==> src/m4v_pkg.sv <==
package m4v_pkg;

   // Fixed-point format of coefficients and vector components
   localparam int unsigned FRAC_BITS = 16;
   localparam int unsigned DATA_W    = 32;
   localparam int unsigned PROD_W    = 2 * DATA_W;
   // A rescaled product drops the fraction bits of the second operand
   localparam int unsigned SHP_W     = PROD_W - FRAC_BITS;
   // Four rescaled products summed without loss
   localparam int unsigned SUM_W     = SHP_W + 2;

   localparam int unsigned DIM       = 4;
   localparam int unsigned NUM_REGS  = 8;
   localparam int unsigned CSR_W     = 64;
   localparam int unsigned CSR_IDX_W = 3;

   localparam logic [DATA_W-1:0] ONE_FIXED = DATA_W'(1) << FRAC_BITS;

   // Register indexes: two coefficients per register, row-major
   typedef enum logic [CSR_IDX_W-1:0] {
      CSR_ROW1_COLS12 = 3'd0,
      CSR_ROW1_COLS34 = 3'd1,
      CSR_ROW2_COLS12 = 3'd2,
      CSR_ROW2_COLS34 = 3'd3,
      CSR_ROW3_COLS12 = 3'd4,
      CSR_ROW3_COLS34 = 3'd5,
      CSR_ROW4_COLS12 = 3'd6,
      CSR_ROW4_COLS34 = 3'd7
   } csr_index_type;

   typedef logic [NUM_REGS-1:0][CSR_W-1:0] csr_bank_type;

   typedef logic signed [DATA_W-1:0] coef_type;
   typedef coef_type coef_mat_type [DIM][DIM];

   typedef logic signed [SHP_W-1:0] prod_type;
   typedef prod_type prod_mat_type [DIM][DIM];

   typedef struct packed {
      logic signed [DATA_W-1:0] in_x;
      logic signed [DATA_W-1:0] in_y;
      logic signed [DATA_W-1:0] in_z;
      logic signed [DATA_W-1:0] in_w;
   } req_type;

   typedef struct packed {
      logic signed [DATA_W-1:0] out_x;
      logic signed [DATA_W-1:0] out_y;
      logic signed [DATA_W-1:0] out_z;
      logic signed [DATA_W-1:0] out_w;
   } rsp_type;

   // Reset value of one register: identity matrix
   function automatic logic [CSR_W-1:0] csr_reset_value(input int unsigned idx);
      logic [CSR_W-1:0] val;
      int unsigned      row;
      int unsigned      col_lo;
      row    = idx >> 1;
      col_lo = (idx & 1) << 1;
      val    = '0;
      if (row == col_lo) begin
         val[DATA_W-1:0] = ONE_FIXED;
      end
      if (row == col_lo + 1) begin
         val[CSR_W-1:DATA_W] = ONE_FIXED;
      end
      return val;
   endfunction

endpackage

==> src/m4v_sum_stage.sv <==
module m4v_sum_stage (
   input  logic                   clock,
   input  logic                   reset,
   input  logic                   prod_valid,
   output logic                   prod_ready,
   input  m4v_pkg::prod_mat_type  prod,
   output logic                   rsp_valid,
   input  logic                   rsp_ready,
   output m4v_pkg::rsp_type       rsp_data
);
   import m4v_pkg::*;

   logic                     rsp_valid_ff;
   logic                     rsp_valid_in;
   rsp_type                  rsp_ff;
   rsp_type                  rsp_in;
   logic signed [SUM_W-1:0]  row_sum [DIM];
   coef_type                 row_sat [DIM];
   logic                     sum_load;

   assign sum_load     = !rsp_valid_ff || rsp_ready;
   assign prod_ready   = sum_load;
   assign rsp_valid_in = sum_load ? prod_valid : rsp_valid_ff;

   // Row sums, then clamp to the signed 32-bit range
   always_comb begin
      for (int r = 0; r < DIM; r++) begin
         row_sum[r] = SUM_W'(prod[r][0]) + SUM_W'(prod[r][1])
                    + SUM_W'(prod[r][2]) + SUM_W'(prod[r][3]);
         if (row_sum[r][SUM_W-1:DATA_W-1] == '0 || row_sum[r][SUM_W-1:DATA_W-1] == '1) begin
            row_sat[r] = row_sum[r][DATA_W-1:0];
         end else if (row_sum[r][SUM_W-1]) begin
            row_sat[r] = {1'b1, {(DATA_W-1){1'b0}}};
         end else begin
            row_sat[r] = {1'b0, {(DATA_W-1){1'b1}}};
         end
      end
      rsp_in.out_x = row_sat[0];
      rsp_in.out_y = row_sat[1];
      rsp_in.out_z = row_sat[2];
      rsp_in.out_w = row_sat[3];
   end

   // Control
   always_ff @(posedge clock) begin
      if (reset) begin
         rsp_valid_ff <= 1'b0;
      end else begin
         rsp_valid_ff <= rsp_valid_in;
      end
   end

   // Result register
   always_ff @(posedge clock) begin
      if (sum_load && prod_valid) begin
         rsp_ff <= rsp_in;
      end
   end

   assign rsp_valid = rsp_valid_ff;
   assign rsp_data  = rsp_ff;

endmodule

==> config.mk <==
export PLATFORM = sky130hd
export DESIGN_NAME = m4v_sum_stage
export DESIGN_NICKNAME = d
export VERILOG_FILES = /design/src/m4v_pkg.sv /design/src/m4v_sum_stage.sv
export SDC_FILE = /design/constraint.sdc
export NUM_CORES = 1
export LEC_CHECK = 0
export BUFFER_PORTS_ARGS = -buffer_cell sky130_fd_sc_hd__buf_2
export CORE_AREA = 8 8 341 343
export CTS_CLUSTER_SIZE = 30
export DETAILED_ROUTE_END_ITERATION = 12
export DIE_AREA = 0 0 349 351
export SYNTH_ARGS = -nofsm -noshare
export SYNTH_HDL_FRONTEND = slang
export SYNTH_SLANG_ARGS = --single-unit
==> constraint.sdc <==
create_clock -name clock -period 5.8 [get_ports clock]
set_input_delay 0.29 -clock clock [delete_from_list [all_inputs] [get_ports clock]]
set_output_delay 0.29 -clock clock [all_outputs]
set_load 0.05 [all_outputs]
---- Word level (Yosys, flattened, before mapping) ----
Cells that the tools add are included.
cells by class
  add/subtract/negate cells ............... 12
  equality and inequality tests ........... 4
  muxes and demuxes ....................... 8
  reduce and logical (&&, ||, !) cells .... 11
operators with widths
  cell                    number
  $mux W32                8
  $add A49 B48 Y50        4
  $add A50 B48 Y50        4
  $add A48 B48 Y49        4
  $eq A19 B19 Y1 const B  4
  $logic_not A19 Y1       4
  $logic_or A1 B1 Y1      5
  $logic_and A1 B1 Y1     1
  $logic_not A1 Y1        1
word-level totals
  register bits ........................... 129
  input port bits ......................... 772
  output and inout bits ................... 130
  logic and storage cells ................. 40

---- Logic depth before layout (Yosys ltp) ----
  depth in word-level cells ............... 6
  depth in mapped cells ................... 18
  gate-level depth less buffers ........... 17

---- Worst setup path after synthesis ----
Ideal clock, no wire load.
  path type ............................... input to register
  from .................................... input prod[385] (netlist bit)
  to ...................................... register rsp_ff, in the netlist rsp_data[68], data pin
  setup time .............................. 0.266 ns
  arrival time ............................ 4.917 ns
  required time ........................... 5.534 ns
  slack ................................... 0.617 ns
  stages on the path ...................... 18
  buffers on the path ..................... 1
  path through ............................ inv_1 -> fa_1 -> inv_1 -> fa_1 -> ha_1 -> fa_1 -> a21o_1 -> a311o_1 -> nor4bb_1 -> o31a_1 -> o21ai_1 -> o21a_2 -> xnor2_1 -> or4_1 -> or4b_4 -> o41ai_4 -> buf_6 -> o21ai_1
RTL lines
  item                  line                 text
  start, declared       m4v_sum_stage.sv:6   input m4v_pkg::prod_mat_type prod,
  end signal, assigned  m4v_sum_stage.sv:56  rsp_ff <= rsp_in;
  end, declared         m4v_sum_stage.sv:15  rsp_type rsp_ff;

==> impl_metrics.env <==
export IMPL_status="finished clean"
export IMPL_gp_congestion=1.008
export IMPL_die_area_um2=122500
export IMPL_seq_power_share_pct=13.1
export IMPL_fin_crit_ps=5137
export IMPL_grtUsageTotal_pct=18.17
export IMPL_cp_arrival_ps=5380
export IMPL_drt_iter0_drc=1652
export IMPL_worst_setup_path_end_kind="register"
export IMPL_syn_inst=3569
export IMPL_die_h_um=351
export IMPL_power_switching_w=0.008251
export IMPL_synth_common_cells="inv_1, fa_1, a21oi_1"
export IMPL_critical_path_endpoint="rsp_data[116]"
export IMPL_clkPwrFrac_pct=7.5
export IMPL_antenna_found_initial=10
export IMPL_syn2layout_area_growth_pct=23.76
export IMPL_grt_setup_unrepaired="no"
export IMPL_worstPathRequired_ps=6040
export IMPL_vias=27797
export IMPL_cts_root_buffer="clkbuf_16"
export IMPL_drc=0
export IMPL_avgViaCountPerCell=4.676
export IMPL_wl_per_cell_um=19.45
export IMPL_avgSynthCellArea_um2=8.135
export IMPL_dr_pass1_iters=5
export IMPL_cts_tree="done"
export IMPL_synth_fp_nets=4925
export IMPL_nets=5782
export IMPL_synth_seq_cells=129
export IMPL_synth_top_area_share_pct=26.75
export IMPL_post_cts_buffers=0
export IMPL_yosys_warnings=0
export IMPL_cts_sinks=129
export IMPL_numCtsBuffers=17
export IMPL_pre_cts_ws_ps=177.1
export IMPL_fin_setup_tns_ps=0
export IMPL_synth_area_um2=29030
export IMPL_post_route_util_pct=32.29
export IMPL_io_pins=902
export IMPL_cp_startpoint="prod[577]"
export IMPL_synth_ff_type="edfxtp_1"
export IMPL_rrSetupSlack_ps=3720
export IMPL_timing_fmax_ghz=0.1947
export IMPL_cts_clk_slew_worst_paths_ps=60
export IMPL_p_int_w=0.006327
export IMPL_swShare_pct=56.60
export IMPL_grt_pass1_vias=29497
export IMPL_maxCapViolations=0
export IMPL_clock_latency_ps=500
export IMPL_htree_num_levels=4
export IMPL_max_slew_margin_pct=20.59
export IMPL_synth_edf_count=128
export IMPL_grt_max_degree=47
export IMPL_ys_types=100
export IMPL_overflow=0
export IMPL_yosysMostFrequentCell="inv_1"
export IMPL_worst_slew_pin_slew_ps=1176
export IMPL_drive_above_1_share_pct=23.33
export IMPL_fill_cells=12030
export IMPL_grt_pass1_wl_um=171600
export IMPL_async_reset_ff_share_pct=0
export IMPL_finalHoldViolCount=0
export IMPL_powerDensity_nw_per_um2=405.7
export IMPL_core_region_area_um2=111300
export IMPL_ir_drop_mv=0.2441
export IMPL_startpoint_type="input port"
export IMPL_initial_core_util_pct=26.09
export IMPL_cts_buffer_depth=2
export IMPL_hold_path_class="input port to register"
export IMPL_port_buffers=901
export IMPL_skew_ps=22.67
export IMPL_path_class="input port to register"
export IMPL_routed_wl_um=115700
export IMPL_setup_slack_ps=662.8
export IMPL_fin_crit_sh_pct=88.57
export IMPL_combPwrFrac_pct=79.4
export IMPL_synth_top_area_cell="fa_1"
export IMPL_setup_viol=0
export IMPL_ys_seq_area_share_pct=13.31
export IMPL_crit_reg2reg_launch="rsp_valid"
export IMPL_crit_fanout=19
export IMPL_synthTopCellsByArea="fa_1, inv_1, edfxtp_1"
export IMPL_maxSlewViolCount=0
export IMPL_r2r_cells=3
export IMPL_p_leak_nw=19.12
export IMPL_dp_hpwl_um=103800
export IMPL_drtAntennaViolNets=0
export IMPL_fp_row_count=123
export IMPL_r2r_end="rsp_data[28]"
export IMPL_die_w_um=349
flip-flops by register name (all words and copies together), names as in the netlist:
signal and cells:
rsp_data 128, rsp_valid 1
cell families after synthesis:
kind of cell | share of synthesized area (%)
flops | 13.31
buf+inv | 15.59
mux | 0.3275
simple gates | 11.46
compound gates | 19.35
fa+ha+maj | 35.20
xor+xnor | 4.766
cells in the final DEF (no fill, tap or decap), types with 9 or more instances in the layout:
cell type	instances
o21ai_0	141
fa_1	388
a211oi_1	26
nand3_1	43
a22oi_1	34
xor2_1	71
buf_4	31
and3_1	16
nor2_1	141
inv_1	1063
or2_2	10
a31oi_1	29
nor2b_1	17
a21o_1	108
nor3_1	41
buf_2	901
o21ai_1	45
o31ai_1	17
a211o_1	15
o21bai_1	37
xnor2_1	87
or3_1	18
clkbuf_16	17
nor4_1	22
nand2b_1	9
nand2_1	205
nand4_1	78
a21oi_1	235
o21a_1	33
or4_1	9
edfxtp_1	128
and2_1	13
ha_1	196
buf_12	10
o211ai_1	20
layer usage:
metal / GRT usage [%] / wire length (µm)
met1: 21.83 / 46490
met2: 32.39 / 58000
met3: 3.607 / 7235
met4: 6.028 / 3917
met5: 0 / 13
power by group through the flow:
stage / clock network [W] / registers (W) / logic (W)
after global routing: 0.00117 / 0.00195 / 0.0126
final: 0.00109 / 0.00191 / 0.0116
after floorplan: 0 / 0.00333 / 0.00664
after CTS: 0.00115 / 0.00192 / 0.0116
after detailed placement: 0 / 0.00193 / 0.0115
after global placement: 0 / 0.00194 / 0.0115
cell type report:
type,count,area (µm²),share of cell area [%]
multi-input combinational,2271,20680,57.55
timing repair buffer,944,4962,13.81
inverter,1063,3990,11.10
sequential,129,3864,10.75
tap,1500,1877,5.223
clock buffer,18,429.2,1.194
clock inverter,12,112.6,0.3134
antenna,8,20.02,0.05571
worst max-delay path, stage by stage:
cell       delay (ps)
buf_2              70
inv_1              40
fa_1              560
inv_1              60
fa_1              440
ha_1              230
fa_1              460
a21o_1            210
a221oi_2          320
o21ai_0           280
a31oi_1           510
a21oi_1           150
or3_1             350
a21oi_1           170
o2111ai_1         120
or4_1             540
nor2b_2           230
buf_12            160
a21o_1            160
through the flow:
step                total power [W]  hold slack (ps)  std cells  area (µm²)
global placement            0.01342            502.6       5905       35350
floorplan                  0.009973            359.1       3569       29030
CTS                         0.01463            204.5       5937       35910
global route                0.01575            221.3       5942       35920
finish                      0.01458            268.2       5945       35930
detailed placement          0.01341            514.3       5905       35350
what timing repair did:
item                                    CTS  global route
hold endpoints to repair                  1             0
hold buffers                              2             0
endpoints found under the setup margin    0             0
gates resized for setup                   0             0
worst min path at each step:
stage | startpoint | end | slack, ps | cells past startpoint
floorplan | reset | rsp_valid | 360 | 1
global placement | rsp_valid | rsp_valid | 500 | 2
detailed placement | rsp_valid | rsp_valid | 510 | 2
CTS | prod[720] | rsp_data[96] | 200 | 3
global route | prod[720] | rsp_data[96] | 220 | 3
finish | prod[720] | rsp_data[96] | 270 | 3
Power figures use the tool's default switching activity.
