$ cat config.mk
export PLATFORM = sky130hd
export DESIGN_NAME = m4v_matrix_regs
export DESIGN_NICKNAME = d
export VERILOG_FILES = /design/src/m4v_pkg.sv /design/src/m4v_matrix_regs.sv
export SDC_FILE = /design/constraint.sdc
export NUM_CORES = 1
export LEC_CHECK = 0
export BUFFER_PORTS_ARGS = -buffer_cell sky130_fd_sc_hd__buf_2
export CAP_MARGIN = 20
export CELL_PAD_IN_SITES_DETAIL_PLACEMENT = 1
export CELL_PAD_IN_SITES_GLOBAL_PLACEMENT = 2
export CORE_MARGIN = 3
export CORE_UTILIZATION = 35
export CTS_BUF_LIST = sky130_fd_sc_hd__clkbuf_16
export DETAILED_ROUTE_END_ITERATION = 12
export PLACE_DENSITY = 0.89
export SLEW_MARGIN = 20
export SYNTH_ARGS = -nofsm -noshare
export SYNTH_HDL_FRONTEND = slang
export SYNTH_SLANG_ARGS = --single-unit
$ cat constraint.sdc
create_clock -name clock -period 2.54 [get_ports clock]
set_clock_uncertainty 0.15 [all_clocks]
set_input_delay 0.762 -clock clock [delete_from_list [all_inputs] [get_ports clock]]
set_output_delay 0.762 -clock clock [all_outputs]
set_load 0.03 [all_outputs]
$ cat src/m4v_pkg.sv
package m4v_pkg;

   // Fixed-point format of coefficients and vector components
   localparam int unsigned FRAC_BITS = 16;
   localparam int unsigned DATA_W    = 32;
   localparam int unsigned PROD_W    = 2 * DATA_W;
   // A rescaled product drops the fraction bits of the second operand
   localparam int unsigned SHP_W     = PROD_W - FRAC_BITS;
   // Four rescaled products summed without loss
   localparam int unsigned SUM_W     = SHP_W + 2;

   localparam int unsigned DIM       = 4;
   localparam int unsigned NUM_REGS  = 8;
   localparam int unsigned CSR_W     = 64;
   localparam int unsigned CSR_IDX_W = 3;

   localparam logic [DATA_W-1:0] ONE_FIXED = DATA_W'(1) << FRAC_BITS;

   // Register indexes: two coefficients per register, row-major
   typedef enum logic [CSR_IDX_W-1:0] {
      CSR_ROW1_COLS12 = 3'd0,
      CSR_ROW1_COLS34 = 3'd1,
      CSR_ROW2_COLS12 = 3'd2,
      CSR_ROW2_COLS34 = 3'd3,
      CSR_ROW3_COLS12 = 3'd4,
      CSR_ROW3_COLS34 = 3'd5,
      CSR_ROW4_COLS12 = 3'd6,
      CSR_ROW4_COLS34 = 3'd7
   } csr_index_type;

   typedef logic [NUM_REGS-1:0][CSR_W-1:0] csr_bank_type;

   typedef logic signed [DATA_W-1:0] coef_type;
   typedef coef_type coef_mat_type [DIM][DIM];

   typedef logic signed [SHP_W-1:0] prod_type;
   typedef prod_type prod_mat_type [DIM][DIM];

   typedef struct packed {
      logic signed [DATA_W-1:0] in_x;
      logic signed [DATA_W-1:0] in_y;
      logic signed [DATA_W-1:0] in_z;
      logic signed [DATA_W-1:0] in_w;
   } req_type;

   typedef struct packed {
      logic signed [DATA_W-1:0] out_x;
      logic signed [DATA_W-1:0] out_y;
      logic signed [DATA_W-1:0] out_z;
      logic signed [DATA_W-1:0] out_w;
   } rsp_type;

   // Reset value of one register: identity matrix
   function automatic logic [CSR_W-1:0] csr_reset_value(input int unsigned idx);
      logic [CSR_W-1:0] val;
      int unsigned      row;
      int unsigned      col_lo;
      row    = idx >> 1;
      col_lo = (idx & 1) << 1;
      val    = '0;
      if (row == col_lo) begin
         val[DATA_W-1:0] = ONE_FIXED;
      end
      if (row == col_lo + 1) begin
         val[CSR_W-1:DATA_W] = ONE_FIXED;
      end
      return val;
   endfunction

endpackage

$ cat src/m4v_matrix_regs.sv
module m4v_matrix_regs (
   input  logic                         clock,
   input  logic                         reset,
   input  logic                         csr_we,
   input  m4v_pkg::csr_index_type       csr_index,
   input  logic [m4v_pkg::CSR_W-1:0]    csr_wdata,
   output m4v_pkg::coef_mat_type        coef
);
   import m4v_pkg::*;

   csr_bank_type regs_ff;
   logic         at_reset_value;

   // Coefficient registers, identity at reset
   always_ff @(posedge clock) begin
      if (reset) begin
         for (int i = 0; i < NUM_REGS; i++) begin
            regs_ff[i] <= csr_reset_value(i);
         end
      end else if (csr_we) begin
         regs_ff[csr_index] <= csr_wdata;
      end
   end

   // Split registers into a row-major coefficient grid
   for (genvar r = 0; r < DIM; r++) begin : g_row
      for (genvar c = 0; c < DIM; c++) begin : g_col
         assign coef[r][c] = regs_ff[r * 2 + (c >> 1)][(c & 1) * DATA_W +: DATA_W];
      end
   end

   always_comb begin
      at_reset_value = 1'b1;
      for (int i = 0; i < NUM_REGS; i++) begin
         if (regs_ff[i] != csr_reset_value(i)) begin
            at_reset_value = 1'b0;
         end
      end
   end

   a_reset_identity : assert property (@(posedge clock) $past(reset) |-> at_reset_value)
      else $error("matrix not identity after reset");

   a_write_lands : assert property (@(posedge clock) disable iff (reset)
      (csr_we && !reset) |=> regs_ff[$past(csr_index)] == $past(csr_wdata))
      else $error("register write lost");

   a_hold_no_write : assert property (@(posedge clock) disable iff (reset)
      (!csr_we && !reset) |=> $stable(regs_ff))
      else $error("matrix changed without write");

endmodule

# Word level (Yosys, flattened, before mapping)
# Index checks and enable logic that the tools add are counted.
dict set report totals {
  reg_bits 512
  input_bits 70
  output_inout_bits 512
  elab_cells 14
}
dict set report op_classes {
  n_lt_le_gt_ge 2
  n_mux 3
  reduce_logical 1
}
# operator count
set op_table {}
lappend op_table {{bitwise mux 512 bit} 1}
lappend op_table {{demux 64 bit (select 3 bit)} 1}
lappend op_table {{2-to-1 mux 64 bit} 1}
lappend op_table {{< comparator 3 x 4 -> 1 bit (second input constant)} 1}
lappend op_table {{>= comparator 3 x 1 -> 1 bit (second input constant)} 1}
lappend op_table {{logical AND 1 bit} 1}

# Logic depth before layout (Yosys ltp)
# Gate-level depths: netlist of run 1.
dict set report logic_depth {
  word_depth 5
  depth_mapped 7
  mapped_depth_nobuf 2
}

# Worst setup path after synthesis of run 1
# OpenSTA, ideal clock, no wires.
dict set report synth_timing {
  path_kind {input port to flip-flop}
  start {input csr_index[1]}
  end {register regs_ff, in the netlist coef[469]}
  setup_ps 129
  arrival_ps 1682
  t_required_ps 2261
  path_slack_ps 579
  cell_stages 4
  n_path_buf 2
  cell_sequence {buf_2 or4b_4 buf_6 mux2i_1}
}
dict set report synth_via {
  elab_chain_cells 5
  elab_cells_between_ends 6
  cone_classes {order compare (2); mux (3); reduce/logical (1)}
}
# element line
set synth_rtl {}
lappend synth_rtl {{start, declared} m4v_matrix_regs.sv:5} ;# input m4v_pkg::csr_index_type csr_index,
lappend synth_rtl {{< comparator 3 x 4 -> 1 bit (implied by the code) or >= comparator 3 x 1 -> 1 bit (tied branches)} m4v_matrix_regs.sv:21} ;# regs_ff[csr_index] <= csr_wdata;
lappend synth_rtl {{logical AND 1 bit (implied by the code)} m4v_matrix_regs.sv:21}
lappend synth_rtl {{2-to-1 mux 64 bit (implied by the code)} m4v_matrix_regs.sv:21}
lappend synth_rtl {{demux 64 bit (select 3 bit) *} m4v_matrix_regs.sv:21}
lappend synth_rtl {{bitwise mux 512 bit *} m4v_matrix_regs.sv:21}
lappend synth_rtl {{end signal, assigned by index} m4v_matrix_regs.sv:18} ;# regs_ff[i] <= csr_reset_value(i);
lappend synth_rtl {{end signal, assigned by index} m4v_matrix_regs.sv:21}
lappend synth_rtl {{end, declared} m4v_matrix_regs.sv:11} ;# csr_bank_type regs_ff;
# Mark *: on every way between the ends. The rest lies on a longest branch, timed or not.
# A chain may end at the register's enable or synchronous reset.

# Worst setup path in the final report of run 1
dict set report layout_timing {
  start {register regs_ff, in the netlist coef[407]}
  end {output coef[407] in the netlist's numbering}
}
# element line
set layout_rtl {}
lappend layout_rtl {{end, declared} m4v_matrix_regs.sv:7} ;# output m4v_pkg::coef_mat_type coef
# No word-level cell between the ends.

==> impl_metrics.toml, run 1 <==
[cells_and_area]
largest_reg_flops = 512
final_nets = 2362
final_cells = 3086
syn_to_final_growth_pct = 26.9
drive_gt1_share_pct = 30.0

[logic_synthesis]
synth_edf_count = 0
synth_top_area_share_pct = 51.4
ys_seq_area_share_pct = 51.4
synth_cell_types = 15
yosys.area.top_type = "dfxtp_1"
synth.area.top_cells = "dfxtp_1 51%, mux2i_1 26%, nand2b_1 18%, clkbuf_1 2.0%, buf_2 1.3%"
avgSynthCellArea_um2 = 11.1
synth_nets = 1868
ys_seq_elements = 512
async_flop_share_pct = 0
synthCells = 1798
synthFlopType = "dfxtp_1"
syn_area_um2 = 19900
yosysMostFrequentCell = "nand2b_1"
yosys_warnings = 0
synthTopCellsByCount = "572 x nand2b_1, 512 x dfxtp_1, 512 x mux2i_1"

[placement]
io_buffers = 581
place_hpwl_mm = 46.7
dp.cells = 2982
gp_congestion = 0.783

[power_and_ir_drop]
power.density_nw_per_um2 = 698
sw_frac_of_total_pct = 24.8
netSwitchingPower_w = 0.00439
peakVddDrop_mv = 0.438
clkPwrFrac_pct = 44.4
p_seq_share_pct = 47.0
power.share.combinational_pct = 8.6
p_int_w = 0.0133
p_leak_nw = 13.7

[setup_path]
crit_type = "reg -> out"
cp_top_family = "flip-flops"
endpoint_kind = "output pin"
cp.arrival_ns = 1.23
startpoint_type = "register"
crit_fanout = 2
path_cells = "buf_2"
slowest_stage = "dfxtp_1"
cp_slowest_stage_delay_ns = 0.41
cp.required_ns = 1.63
crit_buf_inv = 1

[clock_tree]
tritoncts = "done"
cts_root_buf = "clkbuf_16"
cts.path.max_buffers = 3
cts_buffers = 56
clock_sinks = 512
path_clk_slew_ns = 0.06
cts.repair.resized = 0
cts_setup_buffers = 0
clk_latency_ns = 0.58
cts_max_level = 2
cts_hold_buf = 0

[global_route]
track_usage_pct = 21.4
grt-ovfl-total = 0
grt_start_max_net_pins = 88
grt_pass1_wl_mm = 99.0
grt_pass1_vias = 15900
antenna_found_initial = 5

[timing]
fin_tns_setup_ns = 0
hold_viol_final = 0
fin_crit_ns = 2.14
fmax_mhz = 466
setup_viol = 0
slew_headroom_pct = 50.2
period_share_pct = 84.4
worst_pin_slew_ns = 0.747
rsz0062_at_grt = "no"
final-max-slew-violation-count = 0

[die]
die_height_um = 245
dieArea_um2 = 59900
start_util_pct = 35.8
die_w_um = 245
coreArea_um2 = 55700
io_pins = 582
placementRows = 86

[routing]
vias = 14700
ant_nets = 0
drc = 0
first_pass_iters = 5
drt-total-wl_mm = 66.3
wl_per_cell_um = 21.5
drt_iter0_markers = 468
vias_per_cell = 4.75

[worst_hold_path]
hold_class = "reg -> reg"

[job]
drv_cap = 0

[outcome]
status = "complete, no violations"
[power by group through the flow]
stage	Clock [W]	Combinational, W	Sequential [W]
floorplan	0	0.000654	0.00882
global placement	0	0.00150	0.00847
detailed placement	0	0.00153	0.00848
CTS	0.00804	0.00153	0.00831
global route	0.00839	0.00160	0.00832
finish	0.00785	0.00151	0.00831
[worst paths after layout]
path / slack [ns] / to / start / cells after the start
hold reg to reg: 0.32 / coef[337]$_SDFFE_PP0P_ / coef[337]$_SDFFE_PP0P_ / 2
hold / removal: 0.32 / coef[337]$_SDFFE_PP0P_ / coef[337]$_SDFFE_PP0P_ / 2
setup reg to reg: 1.70 / coef[407]$_SDFFE_PP0P_ / coef[407]$_SDFFE_PP0P_ / 2
setup / recovery: 0.40 / coef[407] / coef[407]$_SDFFE_PP0P_ / 1
[layout make-up]
cell class                      count  area [um^2]
Fill cell                        6323        30400
Sequential cell                   512        10200
Multi-Input combinational cell   1100         8890
Timing Repair Buffer              622         3460
Clock buffer                       57         1430
Tap cell                          748          936
Clock inverter                     45          325
Antenna cell                        2         5.00
[worst min-delay path, delay by kind of cell, from the launching register on]
| kind | cells | cell delay [ns] |
|---|---|---|
| flip-flops | 1 | 0.31 |
| multiplexers | 1 | 0.06 |
| AND/OR/NAND/NOR | 1 | 0.06 |
[cells by family after synthesis]
logic type / count (synthesis) / share of synthesized area [%]
AND/OR/NAND/NOR: 588 / 18.6
buffers and inverters: 186 / 4.27
flip-flops: 512 / 51.4
multiplexers: 512 / 25.7
[metal layers]
metal | share of wire (%) | track usage (%) | routed length, um
met1 | 41 | 24.8 | 26900
met2 | 48 | 36.7 | 31500
met3 | 8.5 | 7.50 | 5630
met4 | 3.4 | 7.07 | 2280
met5 | 0.020 | 0 | 13
[cell usage in the layout (no fill, tap or decap), types with 2 or more instances in the layout]
cell type,netlist,final
buf_2,51,580
nand2b_1,572,572
mux2i_1,512,512
dfxtp_1,512,512
clkbuf_16,0,57
buf_4,12,22
clkinv_1,0,21
buf_12,0,19
inv_1,0,8
clkinv_2,0,7
nor2_1,6,6
bufinv_16,0,5
nand4bb_4,0,3
nand4b_1,3,3
clkinvlp_4,0,3
diode_2,0,2
[per-stage QoR]
stage	total power [W]	utilization (%)	worst slack (ns)	area [um^2]	hold WS [ns]
final	0.0177	45.4	0.396	25300	0.321
after global routing	0.0183	45.4	0.334	25300	0.326
after CTS	0.0179	45.4	0.361	25300	0.292
after detailed placement	0.0100	42.2	0.240	23500	0.312
after global placement	0.00998	42.2	0.307	23500	0.305
after floorplan	0.00948	-	0.579	19900	0.446
Power figures use the tool's default switching activity.
==> run 2, diff against run 1 <==
Settings changed: ABC_AREA set to 1, CORE_UTILIZATION 35 to 25, PLACE_DENSITY 0.89 to 0.8.
Clock period 2.54 ns to 1.95 ns, I/O delays scaled along.
==> impl_metrics.toml, run 2 <==
[timing]
slew_headroom_pct = 69.2
period_share_pct = 98.2
rsz0062_at_grt = "yes"
fin_crit_ns = 1.92
fin_tns_setup_ns = 0
setup_viol = 0
final-max-slew-violation-count = 0
hold_viol_final = 0
worst_pin_slew_ns = 0.461
fmax_mhz = 522

[global_route]
grt-ovfl-total = 0
grt_pass1_wl_mm = 131
antenna_found_initial = 4
track_usage_pct = 20.6
grt_pass1_vias = 20500
grt_start_max_net_pins = 67

[setup_path]
startpoint_type = "register"
endpoint_kind = "output pin"
path_cells = "buf_2"
startpoint = "coef[414]$_SDFFE_PP0P_"
crit_type = "reg -> out"
timing.rr.start = "coef[176]$_SDFFE_PP1P_"
crit_fanout = 2
crit_buf_inv = 1
crit_cells = 1
r2r_slack_ns = 1.08
worst-r2r-cell-count = 2
cp_slowest_stage_delay_ns = 0.36
cp.arrival_ns = 1.18
cp.required_ns = 1.21
cp_top_family = "flip-flops"
slowest_stage = "dfxtp_1"

[placement]
place_hpwl_mm = 62.3
io_buffers = 581
place_area_um2 = 25200
gp_congestion = 0.777
dp.cells = 4424

[worst_hold_path]
hold_class = "in -> reg"
hold_depth = 3
hold_start = "csr_wdata[48]"

[power_and_ir_drop]
p_leak_nw = 13.2
finalPower_w = 0.0263
power.density_nw_per_um2 = 933
peakVddDrop_mv = 0.634

[cells_and_area]
final_nets = 3516
largest_reg_flops = 512
final_cells = 4536
syn_to_final_growth_pct = 41.8
final-seq-area_um2 = 10300
drive_gt1_share_pct = 25.6
finalInstanceArea_um2 = 28200
fillers = 9724
layout.cells.most_common = "nor2_1"
layout_common_cells = "1016 x nor2_1, 582 x nand2_1, 460 x dfxtp_1, 449 x nand3_1"
final_core_util_pct = 36.1
multiInputGateArea_um2 = 8410

[logic_synthesis]
yosysMostFrequentCell = "nor2_1"
synth_top_area_share_pct = 51.6
synth_edf_count = 0
synthCells = 2855
syn_area_um2 = 19900
ys_seq_elements = 512
synthFlopType = "dfxtp_1"
yosys.area.top_type = "dfxtp_1"
synth_nets = 2925
avgSynthCellArea_um2 = 6.96
synth.area.top_cells = "dfxtp_1 52%, nor2_1 19%, nand3_1 11%, nand2_1 11%, buf_2 3.4%"
async_flop_share_pct = 0
yosys_warnings = 0
synth_cell_types = 14
ys_seq_area_share_pct = 51.6
synthTopCellsByCount = "1019 x nor2_1, 582 x nand2_1, 512 x dfxtp_1"

[clock_tree]
clock_sinks = 512
tritoncts = "done"
cts_setup_buffers = 0
cts_root_buf = "clkbuf_16"
cts_buffers = 60
path_clk_slew_ns = 0.06
cts_max_level = 2
cts.path.max_buffers = 3
clk_latency_ns = 0.61

[die]
coreArea_um2 = 78100
start_util_pct = 25.4
die_height_um = 288
io_pins = 582
die_w_um = 288
placementRows = 102
dieArea_um2 = 82900

[routing]
ant_nets = 0
drt-total-wl_mm = 88.4
wl_per_cell_um = 19.5
vias_per_cell = 4.52
drt_iter0_markers = 857
vias = 20500
drc = 0
first_pass_iters = 5

[job]
drv_cap = 0

[outcome]
status = "complete, no violations"
[run 2: metal layers]
| metal | wire (um) | vias up | track usage [%] | share of wire, % |
|---|---|---|---|---|
| li1 | - | 10000 | - | - |
| met1 | 38100 | 9846 | 25.9 | 43 |
| met2 | 42400 | 466 | 35.2 | 48 |
| met3 | 5340 | 131 | 4.81 | 6.0 |
| met4 | 2530 | 4 | 5.97 | 2.9 |
| met5 | 24 | - | 0 | 0.027 |
[run 2: power breakdown]
part / internal [W] / switching, W / leakage (nW)
clock network: 0.00695 / 0.00470 / 1.02
logic: 0.00119 / 0.00239 / 7.97
registers: 0.0108 / 0.000241 / 4.18
[run 2: layout make-up]
class / instances / area share (%)
diodes: 2 / 0.0178
clock buffers: 61 / 5.42
clock inverters: 49 / 1.70
inverters: 71 / 0.994
multi-input cells: 2064 / 29.8
flip-flops and latches: 512 / 36.6
well taps: 1040 / 4.62
repair buffers: 737 / 20.8
[run 2: kinds of logic (layout without fill, tap and decap cells)]
family | count (synthesis) | in the layout | share of synthesized area (%)
simple gates | 2062 | 2062 | 42.1
flops | 512 | 512 | 51.6
buf+inv | 279 | 918 | 6.23
compound gates | 2 | 2 | 0.0504
other cells | 0 | 2 | 0
[run 2: through the flow]
stage	setup WS, ns	hold WS, ns
detailed placement	-0.101	0.316
global placement	-0.0623	0.306
CTS	-0.0106	0.0500
global route	-0.00661	0.0904
finish	0.0344	0.0934
floorplan	0.218	0.451
[run 2: path summary, 6_finish.rpt]
| kind | endpoint |
|---|---|
| worst max-delay path | coef[414] |
| worst min-delay path | coef[336]$_SDFFE_PP1P_ |
| worst max register to register | coef[176]$_SDFFE_PP1P_ |
| worst min register to register | coef[19]$_SDFFE_PP0P_ |
[run 2: what timing repair did]
| action | CTS | global route |
|---|---|---|
| resized for setup | 273 | 131 |
| hold buffers | 0 | 0 |
| setup endpoints to repair | 212 | 110 |
==> run 3, diff against run 2 <==
Settings changed: ABC_AREA 1 to unset, CORE_UTILIZATION 25 to 29, PLACE_DENSITY 0.8 to 0.79.
==> impl_metrics.toml, run 3 (same netlist as run 1, synthesis figures left out) <==
[power_and_ir_drop]
peakVddDrop_mv = 0.667
p_leak_nw = 14.2
power.density_nw_per_um2 = 870

[cells_and_area]
largest_reg_flops = 512
drive_gt1_share_pct = 33.1
syn_to_final_growth_pct = 35.2
final_nets = 2442
finalInstanceArea_um2 = 27000
layout_common_cells = "572 x nand2b_1, 512 x mux2i_1, 505 x dfxtp_1, 395 x buf_2, 170 x buf_4"
layout.cells.most_common = "nand2b_1"
final_core_util_pct = 39.9

[setup_path]
crit_fanout = 2
crit_buf_inv = 1
crit_type = "reg -> out"
slowest_stage = "dfxtp_1"
cp_slowest_stage_delay_ns = 0.36
startpoint_type = "register"
cp_top_family = "flip-flops"
endpoint_kind = "output pin"
r2r_slack_ns = 1.09
cp.required_ns = 1.21
cp.arrival_ns = 1.17
path_cells = "clkbuf_4"

[routing]
drt_iter0_markers = 511
drt-total-wl_mm = 69.2
wl_per_cell_um = 21.0
vias = 14800
first_pass_iters = 4
ant_nets = 0
vias_per_cell = 4.51
drc = 0

[clock_tree]
cts_buffers = 56
path_clk_slew_ns = 0.06
clock_sinks = 512
cts_max_level = 2
clk_latency_ns = 0.60
cts.path.max_buffers = 3
cts_root_buf = "clkbuf_16"
tritoncts = "done"

[placement]
place_hpwl_mm = 50.2
place_area_um2 = 24700
pre_cts_ws_ns = -0.0596
gp_congestion = 0.790
io_buffers = 581

[outcome]
status = "complete, no violations"

[die]
die_height_um = 268
io_pins = 582
die_w_um = 268
coreArea_um2 = 67600
dieArea_um2 = 71900
placementRows = 95
start_util_pct = 29.5

[global_route]
grtUsageMet1_pct = 21.8
gr-usage-met2_pct = 31.4
track_usage_pct = 18.5
antenna_found_initial = 5
grt_start_max_net_pins = 90
busiest_layer = "met2"
grt_pass1_vias = 16000
gr-usage-met3_pct = 6.92
grt-ovfl-total = 0
grt_pass1_wl_mm = 102

[timing]
hold_viol_final = 0
period_share_pct = 97.7
setup_viol = 0
final-max-slew-violation-count = 0
slew_headroom_pct = 67.5
fmax_mhz = 525
worst_pin_slew_ns = 0.487
setup_ws_ns = 0.0447
fin_tns_setup_ns = 0
fin_crit_ns = 1.91

[worst_hold_path]
hold_class = "in -> reg"

[job]
drv_cap = 0
[run 3: cell types whose count changed in the layout (fill, tap and decap cells not counted), sizes merged, moves of 70 or more]
| cell | change |
|---|---|
| inv | -70 |
| mux2i | +512 |
| nand2 | -585 |
| nand2b | +572 |
| nand3 | -449 |
| nor2 | -1022 |
[run 3: worst reg2reg max path, stage by stage, from the launching register on]
cell and delay, ns:
dfxtp_1 0.37, nand2b_1 0.10, mux2i_1 0.16
[run 3: layout make-up]
type / instances / area [um^2]
antenna: 4 / 10.0
multi-input combinational: 1100 / 8890
fill: 7468 / 40700
tap: 873 / 1090
clock inverter: 46 / 354
sequential: 512 / 10300
timing repair buffer: 702 / 4920
clock buffer: 57 / 1430
[run 3: timing repair]
item,4_1_cts,5_1_grt
hold buffers,0,0
resized for setup,68,166
endpoints found under the setup margin,66,129
buffers inserted,0,0
[run 3: path summary, 6_finish.rpt]
check	from	depth (start not counted)	to
worst max register to register	coef[93]$_SDFFE_PP0P_	2	coef[93]$_SDFFE_PP0P_
worst min register to register	coef[413]$_SDFFE_PP0P_	2	coef[413]$_SDFFE_PP0P_
worst max-delay path	coef[459]$_SDFFE_PP0P_	1	coef[459]
worst min-delay path	csr_wdata[48]	3	coef[16]$_SDFFE_PP1P_
[run 3: power breakdown]
part	internal [W]	switching (W)
registers	0.0107	0.000134
clock network	0.00596	0.00444
logic	0.000889	0.00133
[run 3: layer usage]
| layer | vias to the layer above | part of all wire (%) |
|---|---|---|
| li1 | 7005 | - |
| met1 | 7301 | 41 |
| met2 | 438 | 47 |
| met3 | 103 | 8.8 |
| met4 | 2 | 2.5 |
| met5 | - | 0.019 |
[run 3: stage by stage]
stage | total power [W] | hold WS (ns) | std cells
2_1_floorplan | 0.0123 | 0.446 | 1798
3_3_place_gp | 0.0132 | 0.306 | 3187
3_5_place_dp | 0.0133 | 0.314 | 3187
4_1_cts | 0.0238 | 0.109 | 3290
5_1_grt | 0.0244 | 0.119 | 3291
6_report | 0.0234 | 0.142 | 3294
